File: config.mk
export PLATFORM = sky130hd
export DESIGN_NAME = stereo_peak_envelope_meter
export DESIGN_NICKNAME = d
export VERILOG_FILES = /design/src/rtl/core/spem_pkg.sv /design/src/rtl/core/stereo_peak_envelope_meter.sv
export SDC_FILE = /design/constraint.sdc
export NUM_CORES = 1
export LEC_CHECK = 0
export BUFFER_PORTS_ARGS = -buffer_cell sky130_fd_sc_hd__buf_2
export CAP_MARGIN = 20
export CORE_AREA = 4 4 142 198
export DETAILED_ROUTE_END_ITERATION = 8
export DIE_AREA = 0 0 146 202
export PLACE_DENSITY = 0.74
export SETUP_SLACK_MARGIN = 0.02
export SYNTH_ARGS = -nofsm -noshare
export SYNTH_HDL_FRONTEND = slang
export SYNTH_SLANG_ARGS = --single-unit
File: constraint.sdc
create_clock -name clk -period 11.5 [get_ports clk]
set_input_delay 2.3 -clock clk [delete_from_list [all_inputs] [get_ports clk]]
set_output_delay 2.3 -clock clk [all_outputs]
set_load 0.03 [all_outputs]
File: src/rtl/core/spem_pkg.sv
// Shared types and constants for the stereo peak envelope meter.
// No dependencies; the core module refers to these by scoped names.
package spem_pkg;

  // Sequencer states, one-hot.
  typedef enum logic [3:0] {
    ST_IDLE = 4'b0001,
    ST_MUL  = 4'b0010,
    ST_DIV  = 4'b0100,
    ST_DONE = 4'b1000
  } state_t;

  // Configuration register indexes.
  localparam logic [1:0] REG_SAMPLES_PER_WINDOW = 2'd0;
  localparam logic [1:0] REG_WINDOWS_TO_AVERAGE = 2'd1;

  // Register reset values.
  localparam logic [15:0] SPW_RESET = 16'd882;
  localparam logic [7:0]  WTA_RESET = 8'd1;

  // Level scale: hundredths of a percent of full scale (2^15).
  localparam logic [13:0] LEVEL_SCALE      = 14'd10000;
  localparam int          FULL_SCALE_SHIFT = 15;

  // Scaled sum: peak_sum * 10000 >> 15 stays below 2^22.
  localparam int DIVIDEND_W = 22;
  localparam int DIV_STEPS  = DIVIDEND_W;
  localparam int CNT_W      = $clog2(DIV_STEPS);

endpackage

File: src/rtl/core/stereo_peak_envelope_meter.sv
// Stereo peak envelope meter: top level with sample tracking and a serial divider.
// Depends on spem_pkg for the state type, register indexes and scale constants.

// Each accepted request carries one signed 16-bit stereo pair. The block takes
// the larger of the two magnitudes, keeps the peak of the current window, and
// adds each finished window peak into a group sum. When the configured number
// of windows has closed, it emits one level, floor(sum * 10000 / (windows *
// 32768)), in the range 0 to 10000. A request with restart set drops the
// partial window and group before its own sample is counted. A request that
// does not close a group is absorbed in the cycle it is accepted, so such
// requests can stream at one per clock. A request that closes a group holds
// off the next one until its level is out: the request is accepted and the
// window and group updated, the constant multiplier scales the sum, a
// restoring divider produces one quotient bit per cycle, and the level is
// handed to the output register. If the previous level is still waiting on
// out_stall at that point, the block holds until it is taken.
// Configuration writes are always accepted and should only be issued while
// the block is idle; they do not clear the running window or group.
module stereo_peak_envelope_meter (
  input  logic        clk,
  input  logic        rst_n,
  // Sample channel
  input  logic        in_valid,
  output logic        in_stall,
  input  logic [15:0] in_left_sample,
  input  logic [15:0] in_right_sample,
  input  logic        in_restart,
  // Level channel
  output logic        out_valid,
  input  logic        out_stall,
  output logic [13:0] out_level,
  // Configuration write channel
  input  logic        cfg_valid,
  output logic        cfg_ready,
  input  logic [1:0]  cfg_index,
  input  logic [15:0] cfg_data
);

  localparam int DW = spem_pkg::DIVIDEND_W;
  localparam int CW = spem_pkg::CNT_W;

  // Sequencer and configuration.
  spem_pkg::state_t state_r, state_nxt;
  logic [15:0] spw_r;
  logic [7:0]  wta_r;

  // Running window and group state.
  logic [15:0] window_peak_r, window_peak_nxt;
  logic [23:0] peak_sum_r, peak_sum_nxt;
  logic [15:0] sample_count_r, sample_count_nxt;
  logic [7:0]  window_count_r, window_count_nxt;

  // Divider datapath.
  logic [23:0]   grp_sum_r, grp_sum_nxt;
  logic [7:0]    divisor_r, divisor_nxt;
  logic [DW-1:0] quo_r, quo_nxt;
  logic [7:0]    rem_r, rem_nxt;
  logic [CW-1:0] cnt_r, cnt_nxt;

  // Output register.
  logic        out_valid_r, out_valid_nxt;
  logic [13:0] out_level_r, out_level_nxt;

  // Sample path signals.
  logic        in_fire;
  logic [16:0] left_mag, right_mag;
  logic [15:0] pair_mag, base_peak, new_peak;
  logic [15:0] base_count, next_count, spw_eff;
  logic [23:0] base_sum, next_sum;
  logic [7:0]  base_windows, next_windows, wta_eff;

  // Divider step signals.
  logic [37:0] scaled_prod;
  logic [8:0]  rem_shift;
  logic        rem_ge;
  logic [13:0] level_final;

  assign in_stall  = (state_r != spem_pkg::ST_IDLE);
  assign in_fire   = in_valid && !in_stall;
  assign cfg_ready = 1'b1;
  assign out_valid = out_valid_r;
  assign out_level = out_level_r;

  // Magnitude of a 16-bit two's complement value; -32768 gives 32768.
  assign left_mag  = in_left_sample[15]  ? (17'h10000 - {1'b0, in_left_sample})
                                         : {1'b0, in_left_sample};
  assign right_mag = in_right_sample[15] ? (17'h10000 - {1'b0, in_right_sample})
                                         : {1'b0, in_right_sample};
  assign pair_mag  = (left_mag > right_mag) ? left_mag[15:0] : right_mag[15:0];

  // A restart request starts from an empty window and group.
  assign base_peak    = in_restart ? 16'd0 : window_peak_r;
  assign base_count   = in_restart ? 16'd0 : sample_count_r;
  assign base_sum     = in_restart ? 24'd0 : peak_sum_r;
  assign base_windows = in_restart ? 8'd0  : window_count_r;

  assign new_peak     = (pair_mag > base_peak) ? pair_mag : base_peak;
  assign next_count   = base_count + 16'd1;
  assign next_sum     = base_sum + {8'd0, new_peak};
  assign next_windows = base_windows + 8'd1;

  // A register value of zero behaves as one.
  assign spw_eff = (spw_r == 16'd0) ? 16'd1 : spw_r;
  assign wta_eff = (wta_r == 8'd0)  ? 8'd1  : wta_r;

  // Sum scaled to hundredths of a percent, with the full-scale factor of
  // 2^15 divided out first; the window count divides the remainder.
  assign scaled_prod = {14'd0, grp_sum_r} * {24'd0, spem_pkg::LEVEL_SCALE};

  // One restoring-division step: bring down the next dividend bit.
  assign rem_shift = {rem_r, quo_r[DW-1]};
  assign rem_ge    = (rem_shift >= {1'b0, divisor_r});

  // Peaks never exceed full scale, so the clamp only guards the bound.
  always_comb begin
    if (divisor_r == 8'd0) begin
      level_final = 14'd0;
    end else if (quo_r > DW'(spem_pkg::LEVEL_SCALE)) begin
      level_final = spem_pkg::LEVEL_SCALE;
    end else begin
      level_final = quo_r[13:0];
    end
  end

  always_comb begin
    state_nxt        = state_r;
    window_peak_nxt  = window_peak_r;
    peak_sum_nxt     = peak_sum_r;
    sample_count_nxt = sample_count_r;
    window_count_nxt = window_count_r;
    grp_sum_nxt      = grp_sum_r;
    divisor_nxt      = divisor_r;
    quo_nxt          = quo_r;
    rem_nxt          = rem_r;
    cnt_nxt          = cnt_r;
    out_level_nxt    = out_level_r;
    out_valid_nxt    = out_valid_r && out_stall;

    unique case (state_r)
      spem_pkg::ST_IDLE: begin
        if (in_fire) begin
          if (next_count < spw_eff) begin
            window_peak_nxt  = new_peak;
            sample_count_nxt = next_count;
            peak_sum_nxt     = base_sum;
            window_count_nxt = base_windows;
          end else begin
            window_peak_nxt  = 16'd0;
            sample_count_nxt = 16'd0;
            if (next_windows < wta_eff) begin
              peak_sum_nxt     = next_sum;
              window_count_nxt = next_windows;
            end else begin
              // Group closes: hand the sum and count to the divider.
              peak_sum_nxt     = 24'd0;
              window_count_nxt = 8'd0;
              grp_sum_nxt      = next_sum;
              divisor_nxt      = next_windows;
              state_nxt        = spem_pkg::ST_MUL;
            end
          end
        end
      end
      spem_pkg::ST_MUL: begin
        quo_nxt   = scaled_prod[spem_pkg::FULL_SCALE_SHIFT +: DW];
        rem_nxt   = 8'd0;
        cnt_nxt   = CW'(spem_pkg::DIV_STEPS - 1);
        state_nxt = spem_pkg::ST_DIV;
      end
      spem_pkg::ST_DIV: begin
        rem_nxt = rem_ge ? 8'(rem_shift - {1'b0, divisor_r}) : rem_shift[7:0];
        quo_nxt = {quo_r[DW-2:0], rem_ge};
        cnt_nxt = cnt_r - CW'(1);
        if (cnt_r == '0) begin
          state_nxt = spem_pkg::ST_DONE;
        end
      end
      spem_pkg::ST_DONE: begin
        if (!out_valid_r || !out_stall) begin
          out_level_nxt = level_final;
          out_valid_nxt = 1'b1;
          state_nxt     = spem_pkg::ST_IDLE;
        end
      end
      default: begin
        state_nxt = spem_pkg::ST_IDLE;
      end
    endcase
  end

  always_ff @(posedge clk) begin
    if (!rst_n) begin
      state_r        <= spem_pkg::ST_IDLE;
      spw_r          <= spem_pkg::SPW_RESET;
      wta_r          <= spem_pkg::WTA_RESET;
      window_peak_r  <= 16'd0;
      peak_sum_r     <= 24'd0;
      sample_count_r <= 16'd0;
      window_count_r <= 8'd0;
      cnt_r          <= '0;
      out_valid_r    <= 1'b0;
    end else begin
      state_r        <= state_nxt;
      window_peak_r  <= window_peak_nxt;
      peak_sum_r     <= peak_sum_nxt;
      sample_count_r <= sample_count_nxt;
      window_count_r <= window_count_nxt;
      cnt_r          <= cnt_nxt;
      out_valid_r    <= out_valid_nxt;
      if (cfg_valid && cfg_ready) begin
        unique case (cfg_index)
          spem_pkg::REG_SAMPLES_PER_WINDOW: spw_r <= cfg_data;
          spem_pkg::REG_WINDOWS_TO_AVERAGE: wta_r <= cfg_data[7:0];
          default: ;
        endcase
      end
    end
  end

  // Datapath registers carry no reset.
  always_ff @(posedge clk) begin
    grp_sum_r   <= grp_sum_nxt;
    divisor_r   <= divisor_nxt;
    quo_r       <= quo_nxt;
    rem_r       <= rem_nxt;
    out_level_r <= out_level_nxt;
  end

  // A level never exceeds full scale.
  a_level_bound: assert property (@(posedge clk) disable iff (!rst_n)
    out_valid_r |-> (out_level_r <= spem_pkg::LEVEL_SCALE))
    else $error("level above full scale");

  // A new level only appears after the divider has finished.
  a_level_source: assert property (@(posedge clk) disable iff (!rst_n)
    $rose(out_valid_r) |-> $past(state_r == spem_pkg::ST_DONE))
    else $error("level raised outside the finish state");

  // The last division step always leads to the finish state.
  a_div_end: assert property (@(posedge clk) disable iff (!rst_n)
    (state_r == spem_pkg::ST_DIV && cnt_r == '0) |=> (state_r == spem_pkg::ST_DONE))
    else $error("divider overran its step count");

endmodule

Word level (Yosys, flattened, before mapping)
Cells that the tools add are included.
{ "totals": {"register_bits": 174, "in_bits": 56, "wordCells": 90} }
{ "classes": {"addsub": 7, "mul": 1, "magnitude_cmp": 6, "eq_ne": 11, "n_mux": 29, "bitwise_logic": 2, "reduce_logical": 19} }
{ "op_table": {"columns": ["cell", "n"], "rows": [
  ["16-bit two-way mux", 7],
  ["24-bit two-way mux", 3],
  ["22-bit one-hot mux with 2 select lines", 1],
  ["8-bit two-way mux", 5],
  ["17-bit two-way mux", 2],
  ["17-bit by 16-bit subtractor with 17-bit output, first input constant", 2],
  ["24-bit by 10-bit multiplier with 33-bit output, second input constant", 1],
  ["24-bit by 16-bit adder with 24-bit output", 1],
  ["22-bit by 14-bit greater-than comparator with 1-bit output, second input constant", 1],
  ["4-bit two-way mux", 5],
  ["17-bit greater-than comparator", 1],
  ["16-bit by 1-bit adder with 16-bit output, second input constant", 1],
  ["16-bit greater-than comparator", 1],
  ["16-bit zero test", 1],
  ["8-bit zero test", 2],
  ["16-bit less-than comparator", 1],
  ["4-bit one-hot mux with 4 select lines", 1],
  ["8-bit one-hot mux with 2 select lines", 1],
  ["14-bit two-way mux", 1],
  ["2-bit != test, second input constant", 5],
  ["5-bit one-hot mux with 2 select lines", 1],
  ["9-bit by 8-bit greater-or-equal comparator with 1-bit output", 1],
  ["8-bit by 1-bit adder with 8-bit output, second input constant", 1],
  ["8-bit less-than comparator", 1],
  ["20 further kinds", 28]
]} }

Depth between registers and ports, before layout
Gate-level depths: netlist of the first run.
{ "logic_depth": {"ltp_word": 9, "depth_mapped": 40, "mapped_depth_nobuf": 36} }

Least setup slack after synthesis of the first run
Ideal clock, no wire load.
{ "synth_timing": {"path_type": "input to register", "start": "input port in_right_sample[0]", "end": "register peak_sum_r[20]", "arrival_time_ps": 9219, "required_ps": 11430, "setup_slack_ps": 2211, "cell_stages": 40, "cell_sequence": "inv_1 > ha_1 > nand4bb_1 > or2_2 > o41ai_1 > o21ai_0 > xnor2_1 > ha_1 > a21o_1 > a21o_1 > a21oi_1 > o21ai_0 > a21oi_1 > a31o_2 > buf_2 > buf_2 > mux2i_1 > inv_1 > (+4 left out) > o21ai_1 > o221ai_1 > a21oi_1 > clkbuf_1 > clkbuf_1 > nor2_1 > a21oi_1 > ha_1 > fa_1 > a21o_1 > a21o_1 > a21boi_1 > o211ai_1 > a41o_1 > and2_1 > nor3b_1 > o21ai_0 > a21boi_1"} }
{ "synth_between": {"elab_chain_len": 9} }
{ "synth_rtl": {"columns": ["element", "line", "text"], "rows": [
  ["from (decl)", "stereo_peak_envelope_meter.sv:26", "input logic [15:0] in_right_sample,"],
  ["17-bit by 16-bit subtractor with 17-bit output", "stereo_peak_envelope_meter.sv:87", "assign right_mag = in_right_sample[15] ? (17'h10000 - {1'b0, in_right_sample})"],
  ["17-bit two-way mux *", "stereo_peak_envelope_meter.sv:87", null],
  ["17-bit greater-than comparator", "stereo_peak_envelope_meter.sv:89", "assign pair_mag = (left_mag > right_mag) ? left_mag[15:0] : right_mag[15:0];"],
  ["16-bit two-way mux *", "stereo_peak_envelope_meter.sv:89", null],
  ["16-bit greater-than comparator", "stereo_peak_envelope_meter.sv:97", "assign new_peak = (pair_mag > base_peak) ? pair_mag : base_peak;"],
  ["16-bit two-way mux *", "stereo_peak_envelope_meter.sv:97", null],
  ["24-bit by 16-bit adder with 24-bit output *", "stereo_peak_envelope_meter.sv:99", "assign next_sum = base_sum + {8'd0, new_peak};"],
  ["24-bit two-way mux *", "stereo_peak_envelope_meter.sv:150", "if (next_windows < wta_eff) begin"],
  ["24-bit two-way mux *", "stereo_peak_envelope_meter.sv:142", "if (next_count < spw_eff) begin"],
  ["to (signal assigned)", "stereo_peak_envelope_meter.sv:205", "peak_sum_r <= peak_sum_nxt;"],
  ["to (decl)", "stereo_peak_envelope_meter.sv:49", "logic [23:0] peak_sum_r, peak_sum_nxt;"]
]} }
Mark *: on every way between the ends. The rest lies on a longest branch, timed or not.
A chain may end at the register's enable or synchronous reset.

Worst setup path in the final report of the first run
Ends and elaborated chain as after synthesis.

==> results of run 1 <==
-- path summary, 6_finish.rpt --
check,startpoint,to
worst max-delay path,in_right_sample[0],peak_sum_r[20]$_SDFFE_PN0P_
worst min-delay path,peak_sum_r[13]$_SDFFE_PN0P_,peak_sum_r[13]$_SDFFE_PN0P_
worst max register to register,grp_sum_r[4]$_DFFE_PP_,quo_r[21]$_DFFE_PP_
worst min register to register,peak_sum_r[13]$_SDFFE_PN0P_,peak_sum_r[13]$_SDFFE_PN0P_
-- critical path, delay by kind of cell --
| kind | cells | cell delay [ps] |
|---|---|---|
| buffers and inverters | 4 | 500 |
| adder cells (fa/ha/maj) | 5 | 1370 |
| AND/OR/NAND/NOR | 5 | 930 |
| multiplexers | 1 | 420 |
| AO/OA/AOI/OAI | 21 | 4440 |
| XOR/XNOR | 1 | 220 |
-- state kept, by name, summed over array words and instances, names as in the netlist --
name and flops:
grp_sum_r 24, wta_r 8, window_count_r 8, out_level 14, rem_r 8, quo_r 22
cnt_r 5, window_peak_r 16, sample_count_r 16, peak_sum_r 24, state_r 4, out_valid 1
divisor_r 8, spw_r 16
-- cell families after synthesis --
group | Yosys count | share of synthesized area [%]
buf+inv | 296 | 7.899
mux | 19 | 1.350
simple gates | 440 | 15.74
other cells | 2 | 0.05262
xor+xnor | 88 | 5.453
fa+ha+maj | 235 | 23.76
compound gates | 336 | 16.01
flops | 174 | 29.74
-- layout by cell type (no fill, tap or decap), types with 8 or more instances in the layout --
| cell type | count |
|---|---|
| mux2i_1 | 17 |
| nor2_1 | 87 |
| and3_1 | 12 |
| nand4_1 | 17 |
| xnor2_1 | 54 |
| a21oi_1 | 72 |
| nor3_1 | 14 |
| a21o_1 | 44 |
| xor2_1 | 33 |
| o21ai_1 | 8 |
| a22o_1 | 14 |
| edfxtp_1 | 76 |
| ha_1 | 175 |
| nand2b_1 | 11 |
| and2_1 | 18 |
| o21ai_0 | 51 |
| buf_2 | 71 |
| fa_1 | 60 |
| nor2b_1 | 62 |
| clkbuf_16 | 18 |
| a22oi_1 | 22 |
| nand2_1 | 117 |
| dfxtp_1 | 98 |
| a21boi_0 | 27 |
| nand3_1 | 45 |
| nor4_1 | 14 |
| o31ai_1 | 8 |
| o21a_1 | 22 |
| buf_4 | 11 |
| inv_1 | 244 |
-- through the flow --
step | hold slack (ps) | util, % | power, mW | instances
2_1_floorplan | 424.7 | - | 0.9004 | 1591
3_3_place_gp | 437.1 | 57.04 | 0.9778 | 1946
3_5_place_dp | 449.3 | 57.09 | 0.9863 | 1947
4_1_cts | 459.9 | 59.27 | 1.546 | 1979
5_1_grt | 474.9 | 59.38 | 1.609 | 1980
6_report | 456.1 | 59.38 | 1.535 | 1980
-- metal layers --
metal,track usage [%],part of all wire (%),vias up
li1,-,-,5544
met1,22.42,40,5159
met2,38.28,54,162
met3,2.871,2.7,55
met4,8.440,3.4,0
met5,0,0,-
-- cells in the mapped netlist, types with 8 or more instances --
cell type	n	area (µm²)
nand2b_1	11	68.82
a21o_1	44	330.3
fa_1	60	1201
and2_1	18	112.6
o21ai_1	8	40.04
o31ai_1	8	60.06
nor4_1	14	87.58
a21oi_1	73	365.4
buf_2	10	50.05
clkbuf_1	33	123.9
nor3_1	15	75.07
a22o_1	14	122.6
inv_1	244	915.9
ha_1	175	2190
and3_1	12	75.07
nand3_1	45	225.2
edfxtp_1	76	2282
nor2_1	87	326.6
nor2b_1	62	387.9
o21ai_0	51	255.2
mux2i_1	17	170.2
a21boi_0	27	202.7
nand2_1	117	439.2
xor2_1	33	289.0
xnor2_1	54	473.0
nand4_1	17	106.4
o21a_1	22	165.2
dfxtp_1	98	1962
a22oi_1	22	165.2
-- power breakdown --
group / leakage (nW) / switching, mW / internal [mW]
Clock: 0.283 / 0.260 / 0.298
Combinational: 5.43 / 0.185 / 0.125
Sequential: 1.47 / 0.00739 / 0.660
-- cell type report --
cell class / instances / area, µm² / area share [%]
clock buffers: 19 / 454.2 / 2.921
clock inverters: 13 / 118.9 / 0.7644
inverters: 245 / 919.6 / 5.914
multi-input cells: 1121 / 8931 / 57.43
flip-flops and latches: 174 / 4244 / 27.29
well taps: 324 / 405.4 / 2.607
repair buffers: 84 / 476.7 / 3.066
==> results.yml, run 1 <==
synth:
  synth-edff-count: 76
  synth_cell_types: 74
  synth_seq_cells: 174
  syn_area_um2: 14270
  synthFlopType: "dfxtp_1"
  netlist_instances: 1590
  async_flop_share_pct: 0
  ys_seq_area_share_pct: 29.74
  syn_area_per_cell_um2: 8.976
  ys_warn_count: 0
placement:
  numPortBuffers: 71
  place.gp.congestion: 0.9033
  hpwl_um: 22880
  placed_area_um2: 14950
  pre_cts_ws_ps: 1252
timing:
  tightestPinTransition_ps: 824.3
  period_needed_ps: 9853
  drv_slew: 0
  fmax_ghz: 0.1015
  fin_ws_ps: 1647
  slew_headroom_pct: 44.27
  fin_crit_sh_pct: 85.68
  finalClockSkew_ps: 13.66
  finalSetupTns_ps: 0
  setup_violations: 0
  hold_viol: 0
  rsz0062_at_grt: "false"
floorplanning:
  core-area_um2: 26190
  fp.dieW_um: 146
  die_h_um: 202
  start_util_pct: 54.50
  die-area_um2: 29490
  ios: 73
  fp-row-count: 70
drt:
  drt_pass1_iterations: 5
  routed_wl_um: 28970
  vias: 10920
  antenna_left: 0
  routedWlPerCell_um: 14.63
  drcViolationCount: 0
  drt-initial-drc-count: 442
  viasPerCell: 5.515
layout:
  drive_above_1_share_pct: 8.213
  area_growth_pct: 8.951
  nets: 1934
  num-fill-cells: 2265
  final_area_um2: 15550
  diodes: 0
global_routing:
  grt_pass1_wl_um: 50230
  grt_max_degree: 87
  track_usage_pct: 20.19
  gr-total-overflow: 0
  grt_pass1_vias: 10939
  antenna_found_initial: 0
setup_path:
  crit_arrival_ps: 10220
  slowest_stage: "o41ai_1"
  critPathCaptureType: "flip-flop"
  critPathRequiredTime_ps: 11870
  critPathKind: "input pin to flip-flop"
  worstSetupStartpointType: "input pin"
  max_stage_delay_ps: 480
  rrSetupSlack_ps: 6150
  reg2reg_depth: 18
  path_max_fanout: 29
run:
  maxCapViolations: 0
hold_path:
  hold_class: "flip-flop to flip-flop"
  holdPathStages: 2
clock_network:
  cts_sinks: 174
  numCtsBuffers: 17
  postCtsHoldBufs: 0
  postCtsSetupRepairBufs: 0
  clockBufferDepth: 2
  cts_resized: 0
  path_clk_slew_ps: 60
  clock_latency_ps: 440
  cts_tree: "built"
  cts_root_buffer: "clkbuf_16"
  htree_levels: 4
pwr:
  power.density_nw_per_um2: 98.74
  ir_drop_v: 0.0001082
  leakage_nw: 7.187
run_status:
  outcome: "complete, no violations"
(Power assumes the default switching activity.)
==> run 2: changes to the inputs <==
--- a/config.mk
+++ b/config.mk
@@ -7,10 +7,10 @@
 export LEC_CHECK = 0
 export BUFFER_PORTS_ARGS = -buffer_cell sky130_fd_sc_hd__buf_2
 export CAP_MARGIN = 20
-export CORE_AREA = 4 4 142 198
+export CORE_AREA = 4 4 190 266
 export DETAILED_ROUTE_END_ITERATION = 8
-export DIE_AREA = 0 0 146 202
-export PLACE_DENSITY = 0.74
+export DIE_AREA = 0 0 194 270
+export PLACE_DENSITY = 0.46
 export SETUP_SLACK_MARGIN = 0.02
 export SYNTH_ARGS = -nofsm -noshare
 export SYNTH_HDL_FRONTEND = slang
==> constraint.sdc (replaced) <==
create_clock -name clk -period 12.1 [get_ports clk]
set_input_delay 2.42 -clock clk [delete_from_list [all_inputs] [get_ports clk]]
set_output_delay 2.42 -clock clk [all_outputs]
set_load 0.03 [all_outputs]
==> run 2 against run 1 <==
- worst setup slack better by 380 ps
- combinational power down 8.1%
- routed wire length up 10%
- utilization down 26 points
- clock power down 3.9%
- highest routed layer unchanged
- cell area up 2.3%
- largest cell class unchanged
- count of clock-buffer cells in the layout down 1
- cell count up 15%
- sequential share of layout area down 0.63 points
==> results.yml, run 2 (synthesized netlist as in run 1, its figures left out) <==
global_routing:
  antenna_found_initial: 0
  grt_max_degree: 87
  grt_pass1_wl_um: 54150
  gr-total-overflow: 0
  grt_pass1_vias: 10961
  track_usage_pct: 12.34
clock_network:
  cts_resized: 0
  clockBufferDepth: 2
  numCtsBuffers: 17
  postCtsHoldBufs: 0
  cts_sinks: 174
  htree_levels: 4
  cts_root_buffer: "clkbuf_16"
  path_clk_slew_ps: 70
  postCtsSetupRepairBufs: 0
  clock_latency_ps: 450
  cts_tree: "built"
drt:
  drt-initial-drc-count: 391
  drcViolationCount: 0
  vias: 10703
  antenna_left: 0
  routed_wl_um: 31910
  viasPerCell: 4.682
  routedWlPerCell_um: 13.96
  drt_pass1_iterations: 4
layout:
  diodes: 0
  drive_above_1_share_pct: 8.273
  area_growth_pct: 11.51
  final_common_cell: "inv_1"
  mostFrequentLayoutCells: "244 x inv_1, 175 x ha_1, 117 x nand2_1"
  nets: 1934
  final_area_um2: 15920
  post-route-util_pct: 33.14
  reg_top3: "grp_sum_r: 24 flops, peak_sum_r: 24 flops, quo_r: 22 flops"
placement:
  hpwl_um: 25250
  numPortBuffers: 71
  pre_cts_ws_ps: 1575
  placed_area_um2: 15360
  place.gp.congestion: 0.8208
hold_path:
  hp-start: "peak_sum_r[13]$_SDFFE_PN0P_"
  hold_class: "flip-flop to flip-flop"
floorplanning:
  fp.dieW_um: 194
  core-area_um2: 48020
  die-area_um2: 52380
  fp-row-count: 95
  ios: 73
  start_util_pct: 29.72
  die_h_um: 270
timing:
  fin_ws_ps: 2031
  fin_crit_sh_pct: 83.22
  whs_ps: 453.1
  period_needed_ps: 10070
  setup_violations: 0
  rsz0062_at_grt: "false"
  tightestPinTransition_ps: 924.0
  drv_slew: 0
  finalSetupTns_ps: 0
  hold_viol: 0
  fmax_ghz: 0.09931
  finalClockSkew_ps: 14.17
  slew_headroom_pct: 38.40
setup_path:
  critPathRequiredTime_ps: 12470
  critPathCaptureType: "flip-flop"
  critPathKind: "input pin to flip-flop"
  worstSetupStartpointType: "input pin"
  slowest_stage: "a21oi_2"
  crit_arrival_ps: 10440
  crit_top_cell: "a21o_1"
  max_stage_delay_ps: 730
  crit_start: "in_right_sample[0]"
  r2r-start: "grp_sum_r[11]$_DFFE_PP_"
  critical_path.top_delay_family: "compound AO/OA/AOI/OAI gates"
  path_max_fanout: 29
  critPathBufInv: 4
pwr:
  ir_drop_v: 0.00009803
  power.density_nw_per_um2: 91.34
  leakage_nw: 7.174
run:
  maxCapViolations: 0
run_status:
  outcome: "complete, no violations"
-- run 2: cell count changes in the layout (fill, tap and decap cells not counted) --
cell,delta
inv_4,-2
inv_6,+2
a21oi_1,-1
a21oi_2,+1
buf_4,+1
buf_6,-1
clkbuf_16,-1
clkinv_2,+1
clkinv_4,+1
inv_8,-1
-- run 2: per-stage QoR --
step           power, mW  instances
6_report           1.454       2286
5_1_grt            1.539       2286
4_1_cts            1.481       2286
3_5_place_dp      0.9322       2254
3_3_place_gp      0.9299       2253
2_1_floorplan     0.8557       1591
-- run 2: layout make-up --
| type | count | area [µm²] |
|---|---|---|
| inverter | 245 | 919.6 |
| clock inverter | 14 | 126.4 |
| fill | 5095 | 32110 |
| multi-input combinational | 1121 | 8935 |
| tap | 630 | 788.3 |
| sequential | 174 | 4244 |
| clock buffer | 18 | 429.2 |
| timing repair buffer | 84 | 473.0 |
-- run 2: path summary, 6_finish.rpt --
path / endpoint / slack (ps) / cells after the start
max: peak_sum_r[20]$_SDFFE_PN0P_ / 2030 / 37
min: peak_sum_r[13]$_SDFFE_PN0P_ / 450 / 2
max reg2reg: quo_r[14]$_DFFE_PP_ / 6750 / 19
min reg2reg: peak_sum_r[13]$_SDFFE_PN0P_ / 450 / 2
-- run 2: worst min-delay path: cells and delay by family, from the launching register on --
family	cells	cell delay [ps]
DFF	1	310
and+or+nand+nor	1	50
AOI/OAI and AO/OA	1	50
-- run 2: power breakdown --
part / internal, mW / total, mW / leakage, nW / switching, mW
clock: 0.271 / 0.536 / 0.273 / 0.265
combinational: 0.118 / 0.285 / 5.43 / 0.167
sequential: 0.627 / 0.634 / 1.47 / 0.00664
total: 1.02 / 1.45 / 7.17 / 0.438
-- run 2: routing by layer --
layer | global-route usage (%) | share of wire [%] | vias to the layer above
met5 | 0 | 0 | -
met1 | 14.79 | 44 | 5012
met2 | 22.85 | 52 | 116
met4 | 3.702 | 1.9 | 0
li1 | - | - | 5539
met3 | 1.660 | 1.8 | 36
==> run 3: changes to the inputs <==
--- a/config.mk
+++ b/config.mk
@@ -5,12 +5,13 @@
 export SDC_FILE = /design/constraint.sdc
 export NUM_CORES = 1
 export LEC_CHECK = 0
+export ABC_AREA = 1
 export BUFFER_PORTS_ARGS = -buffer_cell sky130_fd_sc_hd__buf_2
 export CAP_MARGIN = 20
-export CORE_AREA = 4 4 190 266
+export CORE_AREA = 4 4 196 274
 export DETAILED_ROUTE_END_ITERATION = 8
-export DIE_AREA = 0 0 194 270
-export PLACE_DENSITY = 0.46
+export DIE_AREA = 0 0 200 278
+export PLACE_DENSITY = 0.48
 export SETUP_SLACK_MARGIN = 0.02
 export SYNTH_ARGS = -nofsm -noshare
 export SYNTH_HDL_FRONTEND = slang
==> constraint.sdc (replaced) <==
create_clock -name clk -period 8.25 [get_ports clk]
set_input_delay 1.65 -clock clk [delete_from_list [all_inputs] [get_ports clk]]
set_output_delay 1.65 -clock clk [all_outputs]
set_load 0.03 [all_outputs]
==> run 3 against run 2 <==
- register-to-register slack got worse by 3400 ps
- utilization fell by 0.26 points
- cell area up 5.7%
- critical path type unchanged
- largest cell class unchanged
- critical path depth up 6
- non-clock buffer count increased by 1
- critical endpoint is now peak_sum_r[21]$_SDFFE_PN0P_
==> results.yml, run 3 <==
run_status:
  outcome: "complete, no violations"
clock_network:
  htree_levels: 4
  clockBufferDepth: 2
  cts_root_buffer: "clkbuf_16"
  postCtsHoldBufs: 0
  numCtsBuffers: 17
  path_clk_slew_ps: 80
  postCtsSetupRepairBufs: 0
  cts_sinks: 174
  cts_tree: "built"
  cts_resized: 0
  clock_latency_ps: 440
layout:
  drive_above_1_share_pct: 7.656
  area_growth_pct: 10.50
  mostFrequentLayoutCells: "419 x nand2_1, 414 x inv_1, 175 x ha_1"
  post-route-util_pct: 32.89
  post_layout_nonfiller_instances: 2753
  nets: 2382
  diodes: 0
  final_common_cell: "nand2_1"
  reg_top3: "grp_sum_r: 24 flops, peak_sum_r: 24 flops, quo_r: 22 flops"
timing:
  setup_violations: 0
  whs_ps: 458.7
  hold_viol: 0
  slew_headroom_pct: 39.29
  fin_crit_sh_pct: 89.94
  tightestPinTransition_ps: 910.6
  drv_slew: 0
  fmax_ghz: 0.1348
  finalClockSkew_ps: 16.40
  rsz0062_at_grt: "false"
  finalSetupTns_ps: 0
  period_needed_ps: 7420
floorplanning:
  core-area_um2: 51130
  fp.dieW_um: 200
  die-area_um2: 55600
  ios: 73
  start_util_pct: 29.76
  fp-row-count: 98
  die_h_um: 278
synth:
  syn_area_um2: 15220
  synth_cell_types: 59
  syn_area_per_cell_um2: 7.452
  synth.most_common_cell: "nand2_1"
  netlist_instances: 2042
  async_flop_share_pct: 0
  synth_common_cells: "419 x nand2_1, 415 x inv_1, 175 x ha_1"
  synth_area_leaders: "edfxtp_1 15%, ha_1 14%, dfxtp_1 13%, nand2_1 10%, inv_1 10%"
  synth_seq_cells: 174
  synth.top_cell.area_share_pct: 15.00
  ys_warn_count: 0
  ys_seq_area_share_pct: 27.89
  synth_top_area_cell: "edfxtp_1"
  synthFlopType: "dfxtp_1"
  synth-edff-count: 76
drt:
  drcViolationCount: 0
  drt-initial-drc-count: 617
  viasPerCell: 4.585
  antenna_left: 0
  vias: 12622
  routed_wl_um: 36430
  routedWlPerCell_um: 13.23
  drt_pass1_iterations: 5
setup_path:
  critPathCaptureType: "flip-flop"
  critPathKind: "input pin to flip-flop"
  critical_path.top_delay_family: "compound AO/OA/AOI/OAI gates"
  crit_arrival_ps: 7750
  reg2reg_depth: 18
  path_max_fanout: 32
  worst-path-stages: 43
  critPathRequiredTime_ps: 8580
  crit_top_cell: "nand2_1"
  critPathBufInv: 7
  max_stage_delay_ps: 410
  worstSetupStartpointType: "input pin"
  slowest_stage: "ha_1"
run:
  maxCapViolations: 0
global_routing:
  grt_pass1_vias: 12862
  grt_max_degree: 59
  gr-total-overflow: 0
  grt_pass1_wl_um: 61730
  antenna_found_initial: 0
  track_usage_pct: 13.36
pwr:
  ir_drop_v: 0.0001372
  leakage_nw: 8.226
  power.density_nw_per_um2: 128.6
placement:
  numPortBuffers: 71
  hpwl_um: 29360
  placed_cells: 2722
  place.gp.congestion: 0.9016
hold_path:
  hold_class: "flip-flop to flip-flop"
  holdPathStages: 1
## run 3: cell types whose count changed in the layout (fill, tap and decap cells not counted), sizes merged, moves of 16 or more
| cell | delta |
|---|---|
| nor2b | -62 |
| o21ai | +68 |
| xnor2 | -35 |
| nand2 | +307 |
| a21o | -38 |
| a21oi | +94 |
| inv | +178 |
| a21boi | -34 |
| nand4 | +20 |
| mux2i | -17 |
| and2 | -16 |
| xor2 | +23 |
| a22oi | -20 |
| nor2 | +66 |
## run 3: power by group
group	switching, mW	total, mW	internal (mW)
combinational	0.286	0.434	0.148
sequential	0.0129	0.934	0.921
clock	0.373	0.795	0.422
total	0.671	2.16	1.49
## run 3: kinds of logic (layout without fill, tap and decap cells)
kind of cell	Yosys count	after routing	share of synthesized area [%]
buf+inv	479	539	12.23
flops	174	174	27.89
compound gates	356	356	12.97
fa+ha+maj	235	235	22.28
xor+xnor	76	76	4.424
other cells	2	3	0.04935
simple gates	720	720	20.16
## run 3: per-layer routing
layer | GRT usage (%) | wire [µm]
met5 | 0 | 0
met4 | 3.328 | 499
met3 | 1.671 | 793
met2 | 25.53 | 19720
met1 | 15.52 | 15420
## run 3: worst paths after layout
kind	startpoint	endpoint	slack (ps)
max	in_left_sample[0]	peak_sum_r[21]$_SDFFE_PN0P_	830
min	cnt_r[0]$_SDFFE_PN0P_	cnt_r[0]$_SDFFE_PN0P_	460
max reg2reg	grp_sum_r[6]$_DFFE_PP_	quo_r[21]$_DFFE_PP_	3320
min reg2reg	cnt_r[0]$_SDFFE_PN0P_	cnt_r[0]$_SDFFE_PN0P_	460
## run 3: layout make-up
class	instances	area, µm²
Inverter	423	1593
Timing Repair Buffer	85	473.0
Fill cell	5495	34320
Clock buffer	21	471.7
Clock inverter	10	91.34
Multi-Input combinational cell	1390	9129
Sequential cell	174	4244
Tap cell	650	813.3
## run 3: worst reg2reg max path: stages (launching register included)
cell and delay (ps):
edfxtp_1 540, fa_1 510, ha_1 280, inv_1 50, fa_1 520, inv_1 40
ha_1 260, inv_1 50, fa_1 490, inv_1 40, ha_1 360, a21oi_1 180
o21ai_0 80, o21bai_2 240, a21oi_1 430, o211ai_1 230, and2_1 190, o21ai_0 130
nand2_1 70
## run 3: metrics by stage
step                total power [mW]  setup WS (ps)  cell area [µm²]
finish                         2.162          830.3            16810
global route                   2.289          133.6            16810
global placement               1.380          417.5            16250
CTS                            2.195          825.4            16810
detailed placement             1.388          347.8            16250
floorplan                      1.268           1391            15220
